--- src/sv/smb_ram.sv ---
module smb_ram #(
  parameter int WIDTH = 8,
  parameter int DEPTH = 16
) (
  input  logic                     clk,
  input  logic                     we,
  input  logic [$clog2(DEPTH)-1:0] waddr,
  input  logic [WIDTH-1:0]         wdata,
  input  logic                     re,
  input  logic [$clog2(DEPTH)-1:0] raddr,
  output logic [WIDTH-1:0]         rdata
);

  logic [WIDTH-1:0] mem [DEPTH];
  logic [WIDTH-1:0] rdata_r;

  always_ff @(posedge clk) begin
    if (we) begin
      mem[waddr] <= wdata;
    end
    if (re) begin
      rdata_r <= mem[raddr];
    end
  end

  assign rdata = rdata_r;

endmodule

--- config.mk ---
export PLATFORM = sky130hd
export DESIGN_NAME = smb_ram
export DESIGN_NICKNAME = d
export VERILOG_FILES = /design/src/sv/smb_ram.sv
export SDC_FILE = /design/constraint.sdc
export NUM_CORES = 1
export LEC_CHECK = 0
export ABC_AREA = 1
export BUFFER_PORTS_ARGS = -buffer_cell sky130_fd_sc_hd__buf_4
export CELL_PAD_IN_SITES_DETAIL_PLACEMENT = 1
export CELL_PAD_IN_SITES_GLOBAL_PLACEMENT = 2
export CORE_UTILIZATION = 42
export CTS_BUF_LIST = sky130_fd_sc_hd__clkbuf_4 sky130_fd_sc_hd__clkbuf_8
export DETAILED_ROUTE_END_ITERATION = 10
export PLACE_DENSITY_LB_ADDON = 0.3
export SETUP_SLACK_MARGIN = 0.1
export SLEW_MARGIN = 15
export SYNTH_ARGS = -nofsm -noshare
export SYNTH_HDL_FRONTEND = slang
export SYNTH_SLANG_ARGS = --single-unit
--- constraint.sdc ---
create_clock -name clk -period 1.3 [get_ports clk]
set_input_delay 0.26 -clock clk [delete_from_list [all_inputs] [get_ports clk]]
set_output_delay 0.26 -clock clk [all_outputs]
set_load 0.02 [all_outputs]
==> Implementation_results.wiki <==
{| class="wikitable"
! Metric !! Value
|-
| Outcome || finished clean
|-
| Vias per cell || 4.95
|-
| Root buf cell || sky130_fd_sc_hd__clkbuf_8
|-
| Number of rows created at floorplan || 42
|-
| Placeable core area || 13400 sq um
|-
| Chip Height || 120 um
|-
| Switching fraction of total power || 23.3%
|-
| Crit path largest cell delay || 0.42 ns
|-
| Final Slew Violations || 0
|-
| Sequential Power Share || 54.0%
|-
| DR WL/cell || 18.9 um
|-
| Count of input and output buffers || 26
|-
| Cells along the critical path || buf_6
|-
| Worst Path Buf+Inv || 1
|-
| Effective utilization at floorplan || 43.6%
|-
| Max-cap violations || 0
|-
| Overall via count from detail_route || 3934
|-
| Area of all placed cells without fillers || 6890 sq um
|-
| Clock period minus worst slack || 1.29 ns
|-
| Post-route clock period utilization || 99.1%
|-
| End-of-flow core utilization || 51.4%
|-
| Number of sinks handled by clock tree synthesis || 136
|-
| Post-detailed-routing wire length || 15.0 mm
|-
| Length of the first detailed-routing pass in iterations || 4
|-
| Class of the most critical setup path || register to primary output
|-
| Synthesis-to-layout area growth || 17.9%
|-
| Wire length of the first global-routing pass || 23.9 mm
|-
| Clk pwr share || 37.9%
|-
| GRT Overall Usage || 23.2%
|-
| Post-synthesis average cell area || 10.6 sq um
|-
| Top delay family on crit path || flip-flops
|-
| Fmax || 776 MHz
|-
| Master of the slowest instance on the critical path || sky130_fd_sc_hd__edfxtp_1
|-
| Weighted congestion at the end of routability-driven global placement || 0.783
|-
| Number of diodes || 0
|-
| Warnings from Yosys || 0
|-
| Congestion Overflow GR || 0
|-
| CTS tree || done
|-
| Antenna-violating nets left || 0
|-
| Post-synth cell types || 11
|-
| Area of the mapped netlist || 5850 sq um
|-
| Final WS setup || 0.0119 ns
|-
| Peak ir drop on the vdd network || 0.715 mV
|-
| Worst-margin pin slew || 0.355 ns
|-
| Critical path capture point type || primary output
|-
| Setup Slack @ Placement || -0.286 ns
|-
| Clock buffer depth || 2
|-
| First DRT Iteration DRCs || 252
|-
| Number of global-route vias before repair || 4132
|-
| P per Cell Area || 1340 nW/um^2
|-
| Antenna violations before repair || 0
|-
| Residual DRC count || 0
|-
| FF+latch count, synth || 136
|-
| CTS H-tree lvls || 4
|-
| Critical Path AT || 1.03 ns
|-
| I/O pin count || 27
|-
| Internal cell power || 7.06 mW
|-
| Total power || 9.20 mW
|-
| Required time reported for the critical path endpoint || 1.04 ns
|-
| Clock-pin slew on the worst setup and hold paths || 0.08 ns
|-
| Setup repair after global routing missed its margin || yes
|-
| Total nets after synthesis || 570
|-
| Full die area || 14400 sq um
|-
| FILL cells || 1475
|-
| Proportion of layout cells with a drive suffix above 1 || 15.7%
|-
| Worst setup SP type || register
|-
| Post-CTS setup buffer count || 0
|-
| Area after detailed placement || 6430 sq um
|-
| Max Clock Skew || 0.00876 ns
|-
| Switching Power || 2.15 mW
|-
| Cts bufs inserted || 17
|-
| Worst slew margin || 76.3%
|-
| Peak fanout along the critical path || 1
|-
| Proportion of power drawn by combinational gates || 8.1%
|-
| Class of the worst hold path || input port to register
|-
| Leakage component of the power || 2.97 nW
|-
| Die X-Extent || 120 um
|-
| Total setup violations reported at the end of the flow || 0
|-
| Synthesized netlist cell count || 551
|-
| Setup_tns || 0 ns
|-
| Portion of the post-synthesis area used by sequential elements || 69.8%
|-
| Later-pin clock latency in the skew report || 0.46 ns
|-
| Half-perimeter wire length of the detailed placement result || 10.2 mm
|-
| Fin. Hold Viols || 0
|-
| # nets final || 625
|-
| Maximum number of pins on one net before global-route repair || 29
|}
==> layout make-up <==
class | instances | area (sq um) | share of cell area, %
multi-input cells | 289 | 1260 | 18.3
well taps | 176 | 220 | 3.19
clock buffers | 17 | 234 | 3.39
flip-flops and latches | 136 | 4080 | 59.2
repair buffers | 60 | 556 | 8.06
clock inverters | 15 | 158 | 2.29
inverters | 102 | 383 | 5.55
==> through the flow <==
step / instances / hold slack [ns]
2_1_floorplan: 551 / 0.359
3_3_place_gp: 763 / 0.584
3_5_place_dp: 763 / 0.584
4_1_cts: 795 / 0.0986
5_1_grt: 795 / 0.0983
6_report: 795 / 0.117
==> state kept, by name (all words and copies together) (netlist names) <==
| signal | flops |
|---|---|
| mem | 128 |
| rdata | 8 |
==> synth_stat cells <==
| library cell | count | area, sq um |
|---|---|---|
| sky130_fd_sc_hd__nand2_1 | 173 | 649 |
| sky130_fd_sc_hd__edfxtp_1 | 136 | 4080 |
| sky130_fd_sc_hd__inv_1 | 100 | 375 |
| sky130_fd_sc_hd__nand3_1 | 97 | 485 |
| sky130_fd_sc_hd__nor2_1 | 17 | 63.8 |
| sky130_fd_sc_hd__buf_2 | 13 | 65.1 |
| sky130_fd_sc_hd__buf_6 | 6 | 67.6 |
| sky130_fd_sc_hd__buf_4 | 4 | 30.0 |
| sky130_fd_sc_hd__inv_2 | 2 | 7.51 |
| sky130_fd_sc_hd__nand3b_1 | 2 | 15.0 |
| sky130_fd_sc_hd__buf_1 | 1 | 3.75 |
==> cell usage in the layout (no fill, tap or decap), types with 6 or more instances in the layout <==
cell	count
sky130_fd_sc_hd__clkbuf_8	17
sky130_fd_sc_hd__nor2_1	17
sky130_fd_sc_hd__inv_1	100
sky130_fd_sc_hd__nand3_2	9
sky130_fd_sc_hd__buf_4	46
sky130_fd_sc_hd__nand3_1	88
sky130_fd_sc_hd__buf_12	6
sky130_fd_sc_hd__edfxtp_1	136
sky130_fd_sc_hd__buf_6	8
sky130_fd_sc_hd__nand2_1	173
sky130_fd_sc_hd__clkinv_1	6
==> cell families (layout without fill, tap and decap cells) <==
group	count (synthesis)	after routing	share of synthesized area (%)
buffers and inverters	126	194	9.39
DFF	136	136	69.8
and+or+nand+nor	289	289	20.8
==> power by group through the flow <==
stage / logic [mW] / clock network [mW] / registers [mW]
6_report: 0.744 / 3.49 / 4.97
2_1_floorplan: 0.346 / 0 / 5.08
3_5_place_dp: 0.731 / 0 / 5.06
5_1_grt: 0.822 / 3.71 / 4.97
3_3_place_gp: 0.709 / 0 / 5.06
4_1_cts: 0.747 / 3.55 / 4.97
==> per-layer routing <==
| layer | global-route usage (%) | part of all wire (%) | vias up |
|---|---|---|---|
| met2 | 37.4 | 48 | 80 |
| met4 | 9.14 | 2.2 | 0 |
| met1 | 30.5 | 46 | 1942 |
| met3 | 4.90 | 3.8 | 25 |
| met5 | 0 | 0 | - |
| li1 | - | - | 1887 |
==> worst paths after layout <==
kind / startpoint / end / slack [ns] / cells after the start
max reg2reg: mem[11][5] / rdata[5] / 0.17 / 6
min: re / rdata[1] / 0.12 / 1
max: rdata[3] / rdata[3] / 0.01 / 1
min reg2reg: mem[15][4] / rdata[4] / 0.74 / 6
==> repair_timing <==
item	4_1_cts	5_1_grt
pin swaps	0	2
hold buffers	0	0
resized for setup	8	9
endpoints found under the setup margin	8	12
Power figures use the tool's default switching activity.
