## src/sv/smb_pkg.sv

```systemverilog
package smb_pkg;

  localparam int SEG_BYTES        = 4096;
  localparam int NUM_SEGMENTS     = 5;
  localparam int MAX_ACCESS_BYTES = 4;

  localparam int DATA_W    = 32;
  localparam int ADDR_W    = 32;
  localparam int NB_W      = 3;
  localparam int STATUS_W  = 2;
  localparam int TOP_OUT_W = 13;
  localparam int RD_BYTES  = 4;

  localparam int SEL_LSB = 20;
  localparam int SEL_W   = 4;
  localparam int OFS_W   = 20;

  localparam int LANES       = (MAX_ACCESS_BYTES > 4) ? 8 : 4;
  localparam int LANE_W      = $clog2(LANES);
  localparam int STORE_BYTES = NUM_SEGMENTS * SEG_BYTES;
  localparam int ROWS        = (STORE_BYTES + LANES - 1) / LANES;
  localparam int ROW_W       = $clog2(ROWS);
  localparam int BADDR_W     = $clog2(STORE_BYTES + LANES);
  localparam int TOP_W       = $clog2(SEG_BYTES + 1);
  localparam int SEG_IDX_W   = (NUM_SEGMENTS > 1) ? $clog2(NUM_SEGMENTS) : 1;

  localparam logic CMD_READ  = 1'b0;
  localparam logic CMD_WRITE = 1'b1;

  typedef enum logic [STATUS_W-1:0] {
    STAT_OK     = 2'd0,
    STAT_BOUNDS = 2'd1,
    STAT_BADSEG = 2'd2
  } status_t;

  typedef enum logic {
    ST_CLEAR,
    ST_RUN
  } state_t;

  typedef struct packed {
    status_t                       status;
    logic                          ok;
    logic                          is_write;
    logic [SEG_IDX_W-1:0]          seg;
    logic [TOP_W-1:0]              end_ofs;
    logic [LANE_W-1:0]             lane0;
    logic [NB_W-1:0]               nbytes;
    logic [LANES-1:0]              lane_en;
    logic [LANES-1:0][ROW_W-1:0]   lane_row;
    logic [LANES-1:0][7:0]         lane_data;
  } dec_t;

endpackage

```

## src/sv/smb_decode.sv

```systemverilog
module smb_decode import smb_pkg::*; (
  input  logic              command,
  input  logic [ADDR_W-1:0] address,
  input  logic [NB_W-1:0]   access_bytes,
  input  logic [DATA_W-1:0] write_data,
  output dec_t              dec
);

  logic [SEL_W-1:0]   sel;
  logic [OFS_W-1:0]   ofs;
  logic [OFS_W:0]     end_full;
  logic               bad_seg;
  logic               bad_size;
  logic               oob;
  logic [SEL_W-1:0]   seg_full;
  logic [BADDR_W-1:0] base;
  logic [ROW_W-1:0]   row0;
  logic [LANE_W-1:0]  k [LANES];

  always_comb begin
    sel      = address[SEL_LSB +: SEL_W];
    ofs      = address[OFS_W-1:0];
    end_full = {1'b0, ofs} + (OFS_W+1)'(access_bytes);
    bad_seg  = (sel == '0) || (sel > SEL_W'(NUM_SEGMENTS));
    bad_size = (access_bytes == '0) || (access_bytes > NB_W'(MAX_ACCESS_BYTES));
    oob      = end_full > (OFS_W+1)'(SEG_BYTES);
    seg_full = sel - SEL_W'(1);
    base     = BADDR_W'(seg_full * SEG_BYTES) + BADDR_W'(ofs);
    row0     = ROW_W'(base >> LANE_W);

    if (bad_seg) begin
      dec.status = STAT_BADSEG;
    end else if (bad_size || oob) begin
      dec.status = STAT_BOUNDS;
    end else begin
      dec.status = STAT_OK;
    end
    dec.ok       = (dec.status == STAT_OK);
    dec.is_write = (command == CMD_WRITE);
    dec.seg      = bad_seg ? '0 : SEG_IDX_W'(seg_full);
    dec.end_ofs  = TOP_W'(end_full);
    dec.lane0    = base[LANE_W-1:0];
    dec.nbytes   = access_bytes;

    for (int l = 0; l < LANES; l++) begin
      k[l]             = LANE_W'(l) - dec.lane0;
      dec.lane_en[l]   = dec.ok && ((NB_W+LANE_W)'(k[l]) < (NB_W+LANE_W)'(access_bytes));
      dec.lane_row[l]  = (LANE_W'(l) < dec.lane0) ? row0 + ROW_W'(1) : row0;
      dec.lane_data[l] = ((LANE_W+1)'(k[l]) < (LANE_W+1)'(RD_BYTES)) ?
                         8'(write_data >> {k[l], 3'b000}) : 8'h00;
    end
  end

endmodule

```

## config.mk

```make
export PLATFORM = sky130hd
export DESIGN_NAME = smb_decode
export DESIGN_NICKNAME = d
export VERILOG_FILES = /design/src/sv/smb_pkg.sv /design/src/sv/smb_decode.sv
export SDC_FILE = /design/constraint.sdc
export NUM_CORES = 1
export LEC_CHECK = 0
export BUFFER_PORTS_ARGS = -buffer_cell sky130_fd_sc_hd__buf_2
export CAP_MARGIN = 15
export CORE_MARGIN = 2
export CORE_UTILIZATION = 39
export DETAILED_ROUTE_END_ITERATION = 10
export PLACE_DENSITY = 0.79
export SLEW_MARGIN = 20
export SYNTH_ARGS = -nofsm -noshare
export SYNTH_HDL_FRONTEND = slang
export SYNTH_SLANG_ARGS = --single-unit
```

## constraint.sdc

```tcl
create_clock -name vclk -period 3.3
set_input_delay 0.495 -clock vclk [all_inputs]
set_output_delay 0.495 -clock vclk [all_outputs]
set_load 0.03 [all_outputs]
```

==> run_results.csv, run 1 <==
group,metric,value,unit
floorplanning,start_util,40.9,%
critical_path,crit_start,"access_bytes[0]",
synth,netlist_top_cells_count,"xnor2_1, mux4_2, nand2_1, buf_4, nor2_1",
placed_design,hpwl,6280,um
global_route,antenna_found_initial,0,
floorplanning,die_w,83.3,um
cells_and_area,drive_gt1_share,56.8,%
detailed_routing,wl_per_cell,15.0,um
synth,syn-cell-area,2450,um^2
detailed_routing,vias,2742,
timing,final_max_slew_viol_count,0,
detailed_routing,vias_per_cell,5.32,
critical_path,cp_num_cells,11,
floorplanning,die_h,83.3,um
min_path,hold_depth,0,
detailed_routing,dr.pass1.iters,4,
timing,fin_tns_setup,0,ns
timing,fin_crit,3.22,ns
timing,setup_violations,0,
cells_and_area,seq_cells,0,
global_route,grt_max_degree,35,
timing,rsz0062_at_grt,"true",
global_route,grt_pass1_vias,2557,
timing,period_share,97.6,%
cells_and_area,antenna-diode-count,0,
detailed_routing,routed_wirelength,7700,um
floorplanning,rows,28,
timing,worst_slack,0.0794,ns
critical_path,crit_type,"input port to output port",
placed_design,routabilityCongestion,0.875,
pwr,leakagePower,1.63,nW
critical_path,cp_top_family,"simple AND/OR/NAND/NOR gates",
synth,yosysSeqAreaShare,0,%
detailed_routing,drt_iter0_markers,77,
placed_design,post_dp_cell_area,3420,um^2
pwr,max-vdd-ir-drop,0.176,mV
synth,synth_nets,372,
critical_path,start_kind,"input port",
detailed_routing,drc_errors,0,
critical_path,slowest_delay,0.38,ns
timing,maxSlewHeadroom,63.3,%
critical_path,crit_fanout,7,
pwr,p_total,0.000795,W
critical_path,end_kind,"output port",
critical_path,cp_slowest_cell,"fa_2",
critical_path,crit_chain,"buf_8 > ha_4 > fa_2 > a21oi_4 > nor3_4 > xor2_2 > nor4b_4 > a41oi_2 > buf_6 > nor4_2 > buf_4",
timing,worst_pin_slew,0.550,ns
min_path,holdPathEnd,"dec[109]",
global_route,grtUsageTotal,19.9,%
synth,synth_warnings,0,
global_route,overflow,0,
placed_design,port_buffers,171,
synth,synth_top_area_share,29.4,%
synth,syn_avg_cell_area,8.52,um^2
floorplanning,ioPinCount,181,
critical_path,arrival,2.73,ns
synth,yosysTopAreaCell,"mux4_2",
min_path,hold_start,"command",
placed_design,place_ws,-0.0285,ns
timing,fmax,0.310,GHz
cells_and_area,clkbuf_count,0,
cells_and_area,area_growth_syn_to_layout,43.5,%
floorplanning,core,5990,um^2
floorplanning,dieArea,6940,um^2
status,status,"completed",
synth,syn_inst,288,
pwr,powerDensity,226,nW/um^2
cells_and_area,final_nets,526,
synth,synth_area_leaders,"mux4_2, xnor2_1, ha_1",
critical_path,worstPathRequired,2.80,ns
min_path,hold_path_class,"input port to output port",
detailed_routing,postRouteAntennaNets,0,
synth,yosysMostFrequentCell,"xnor2_1",
cells_and_area,stdcell_area,3520,um^2
synth,ys_types,47,
critical_path,crit_buf_inv,3,
cells_and_area,final-seq-area,0,um^2
timing,hold_viol,0,
global_route,grt_pass1_wl,11900,um
run,maxCapViolations,0,
[cells by family after synthesis]
| logic type | Yosys count | share of synthesized area, % |
|---|---|---|
| and+or+nand+nor | 105 | 22.4 |
| buffers and inverters | 54 | 11.7 |
| muxes | 36 | 31.1 |
| xor gates and xnor gates | 51 | 18.2 |
| AOI/OAI and AO/OA | 26 | 7.76 |
| adders and majority gates | 16 | 8.78 |
[per-layer routing]
layer  global-route usage, %  vias to the layer above  wire, um
li1                        -                     1329         -
met1                    23.8                     1279      3020
met2                    39.4                      130      4080
met3                    1.99                        4       559
met4                    1.19                        0        45
met5                       0                        -         0
[where the power goes]
part / internal, W / switching, W / leakage, nW
logic: 0.000283 / 0.000512 / 1.63
registers: 0 / 0 / 0
clock network: 0 / 0 / 0
[how the worst max path moves through the flow]
stage	endpoint	slack [ns]
floorplan	dec[85]	0.01
global placement	dec[86]	0.009
detailed placement	dec[84]	-0.03
CTS	dec[84]	-0.006
global route	dec[87]	-0.04
finish	dec[85]	0.08
[metrics by stage]
stage	hold WS [ns]	cells	util [%]
3_5_place_dp	0.990	513	57.0
5_1_grt	0.990	515	58.8
4_1_cts	0.990	513	57.1
6_report	0.990	515	58.8
3_3_place_gp	0.990	513	57.0
2_1_floorplan	1.10	288	-
[final cells by class]
cell class	count	area, um^2
fillers	558	2470
inverters	17	63.8
multi-input cells	234	2320
well taps	75	93.8
repair buffers	189	1040
[what timing repair did]
item,4_1_cts,5_1_grt
gates resized for setup,2,25
hold buffers,0,0
hold endpoints to repair,0,0
endpoints found under the setup margin,2,6
pin swaps,0,13
setup buffers,0,2
[placed cells by master (no fill, tap or decap), types with 2 or more instances in the layout]
| cell type | instances |
|---|---|
| xnor2_1 | 37 |
| nand4_1 | 4 |
| ha_1 | 12 |
| and4_1 | 3 |
| o21ai_0 | 5 |
| nand2_1 | 31 |
| inv_1 | 14 |
| mux2i_1 | 2 |
| mux4_2 | 32 |
| xor2_2 | 2 |
| buf_2 | 162 |
| nand4_4 | 2 |
| buf_4 | 21 |
| nor4_4 | 3 |
| nand3_1 | 9 |
| and2_1 | 2 |
| nor2_1 | 19 |
| xor2_1 | 12 |
| inv_2 | 3 |
| ha_4 | 2 |
| nor3_1 | 10 |
| buf_6 | 3 |
| a211o_1 | 2 |
| buf_8 | 2 |
| a21oi_1 | 5 |
| and3_1 | 5 |
| nand2b_1 | 6 |
(Power assumes the default switching activity.)
==> run 2: changes to the inputs <==
--- a/config.mk
+++ b/config.mk
@@ -10,7 +10,8 @@
 export CORE_MARGIN = 2
 export CORE_UTILIZATION = 39
 export DETAILED_ROUTE_END_ITERATION = 10
-export PLACE_DENSITY = 0.79
+export PLACE_DENSITY = 0.82
+export RECOVER_POWER = 25
 export SLEW_MARGIN = 20
 export SYNTH_ARGS = -nofsm -noshare
 export SYNTH_HDL_FRONTEND = slang
==> run_results.csv, run 2 (synthesized netlist as in run 1, its figures left out) <==
group,metric,value,unit
critical_path,cpMostUsedCell,"buf_6",
floorplanning,die_w,83.3,um
placed_design,dp.cells,516,
min_path,hold_depth,0,
critical_path,cp_top_family,"simple AND/OR/NAND/NOR gates",
cells_and_area,area_growth_syn_to_layout,43.4,%
critical_path,cp_slowest_cell,"fa_2",
cells_and_area,seq_cells,0,
cells_and_area,clkbuf_count,0,
critical_path,start_kind,"input port",
critical_path,crit_type,"input port to output port",
cells_and_area,fin_cells,518,
timing,period_share,99.1,%
detailed_routing,drt_iter0_markers,75,
critical_path,end_kind,"output port",
timing,worst_pin_slew,0.569,ns
detailed_routing,dr.pass1.iters,4,
pwr,powerDensity,226,nW/um^2
timing,setup_violations,0,
detailed_routing,routed_wirelength,7890,um
cells_and_area,fillers,570,
cells_and_area,final_nets,529,
floorplanning,core,5990,um^2
detailed_routing,vias,2824,
detailed_routing,postRouteAntennaNets,0,
pwr,max-vdd-ir-drop,0.122,mV
min_path,hold_start,"command",
critical_path,crit_fanout,7,
floorplanning,ioPinCount,181,
detailed_routing,route.met3.wl,560,um
critical_path,slowest_delay,0.38,ns
status,status,"completed",
cells_and_area,mostFrequentLayoutCells,"buf_2, xnor2_1, mux4_2, nand2_1, buf_4",
min_path,holdPathEnd,"dec[109]",
placed_design,port_buffers,171,
floorplanning,die_h,83.3,um
timing,rsz0062_at_grt,"true",
critical_path,crit_buf_inv,3,
pwr,p_total,0.000796,W
floorplanning,dieArea,6940,um^2
timing,fmax,0.306,GHz
global_route,grt_pass1_wl,12300,um
global_route,overflow,0,
critical_path,crit_chain,"buf_8 > ha_4 > fa_2 > a21oi_4 > nor3_4 > xor2_2 > nor4b_2 > a41oi_2 > buf_6 > nor4_4 > buf_6",
timing,hold_viol,0,
timing,final_max_slew_viol_count,0,
timing,fin_crit,3.27,ns
detailed_routing,top_layer_used,"met4",
min_path,hold_path_class,"input port to output port",
detailed_routing,drc_errors,0,
floorplanning,rows,28,
cells_and_area,antenna-diode-count,0,
detailed_routing,wl_per_cell,15.2,um
floorplanning,start_util,40.9,%
detailed_routing,met2_length,4110,um
cells_and_area,final_common_cell,"buf_2",
run,maxCapViolations,0,
global_route,antenna_found_initial,0,
timing,maxSlewHeadroom,62.1,%
cells_and_area,drive_gt1_share,54.9,%
global_route,grt_pass1_vias,2535,
detailed_routing,vias_per_cell,5.45,
global_route,grtUsageTotal,20.5,%
cells_and_area,final-seq-area,0,um^2
pwr,leakagePower,1.62,nW
detailed_routing,drt-met1-wl,3160,um
critical_path,worstPathRequired,2.80,ns
placed_design,routabilityCongestion,0.915,
critical_path,arrival,2.78,ns
global_route,grt_max_degree,35,
placed_design,hpwl,6440,um
## run 2: cell types whose count changed in the layout (fill, tap and decap cells not counted), sizes merged
cell    delta
buf        -2
clkbuf     +5
## run 2: power by group
| group | total, W | switching (W) | internal [W] | leakage, nW |
|---|---|---|---|---|
| Sequential | 0 | 0 | 0 | 0 |
| Clock | 0 | 0 | 0 | 0 |
| Combinational | 0.000796 | 0.000513 | 0.000283 | 1.62 |
| Total | 0.000796 | 0.000513 | 0.000283 | 1.62 |
## run 2: metal layers
metal  up-vias  GRT usage (%)
li1       1339              -
met1      1351           25.8
met2       126           39.9
met3         8           1.49
met4         0          0.894
met5         -              0
## run 2: final cells by class
cell class	instances	area [um^2]	area share, %
Inverter	17	63.8	1.81
Multi-Input combinational cell	234	2310	65.7
Timing Repair Buffer	192	1050	29.8
Tap cell	75	93.8	2.67
## run 2: per-stage QoR
step / area (um^2) / util [%] / worst slack, ns / hold slack, ns / TNS [ns]
finish: 3520 / 58.7 / 0.0285 / 0.990 / 0
global route: 3520 / 58.7 / -0.0412 / 0.990 / -0.138
CTS: 3440 / 57.5 / -0.0196 / 0.990 / -0.0196
detailed placement: 3440 / 57.4 / -0.0450 / 0.990 / -0.0679
global placement: 3440 / 57.4 / 0.0137 / 0.990 / 0
floorplan: 2580 / - / 0.0112 / 1.10 / 0
## run 2: how the worst max path moves through the flow
stage	cells past startpoint	slack, ns	start	to
2_1_floorplan	9	0.01	address[1]	dec[85]
3_3_place_gp	11	0.01	address[0]	dec[86]
3_5_place_dp	11	-0.05	address[0]	dec[86]
4_1_cts	11	-0.02	address[0]	dec[86]
5_1_grt	11	-0.04	address[0]	dec[86]
6_report	11	0.03	address[0]	dec[86]
## run 2: what timing repair did
action / 4_1_cts / 5_1_grt
pin swaps: 0 / 11
endpoints found under the setup margin: 2 / 6
hold buffers: 0 / 0
resized for setup: 2 / 17
gates cloned: 0 / 0
setup buffers: 0 / 2
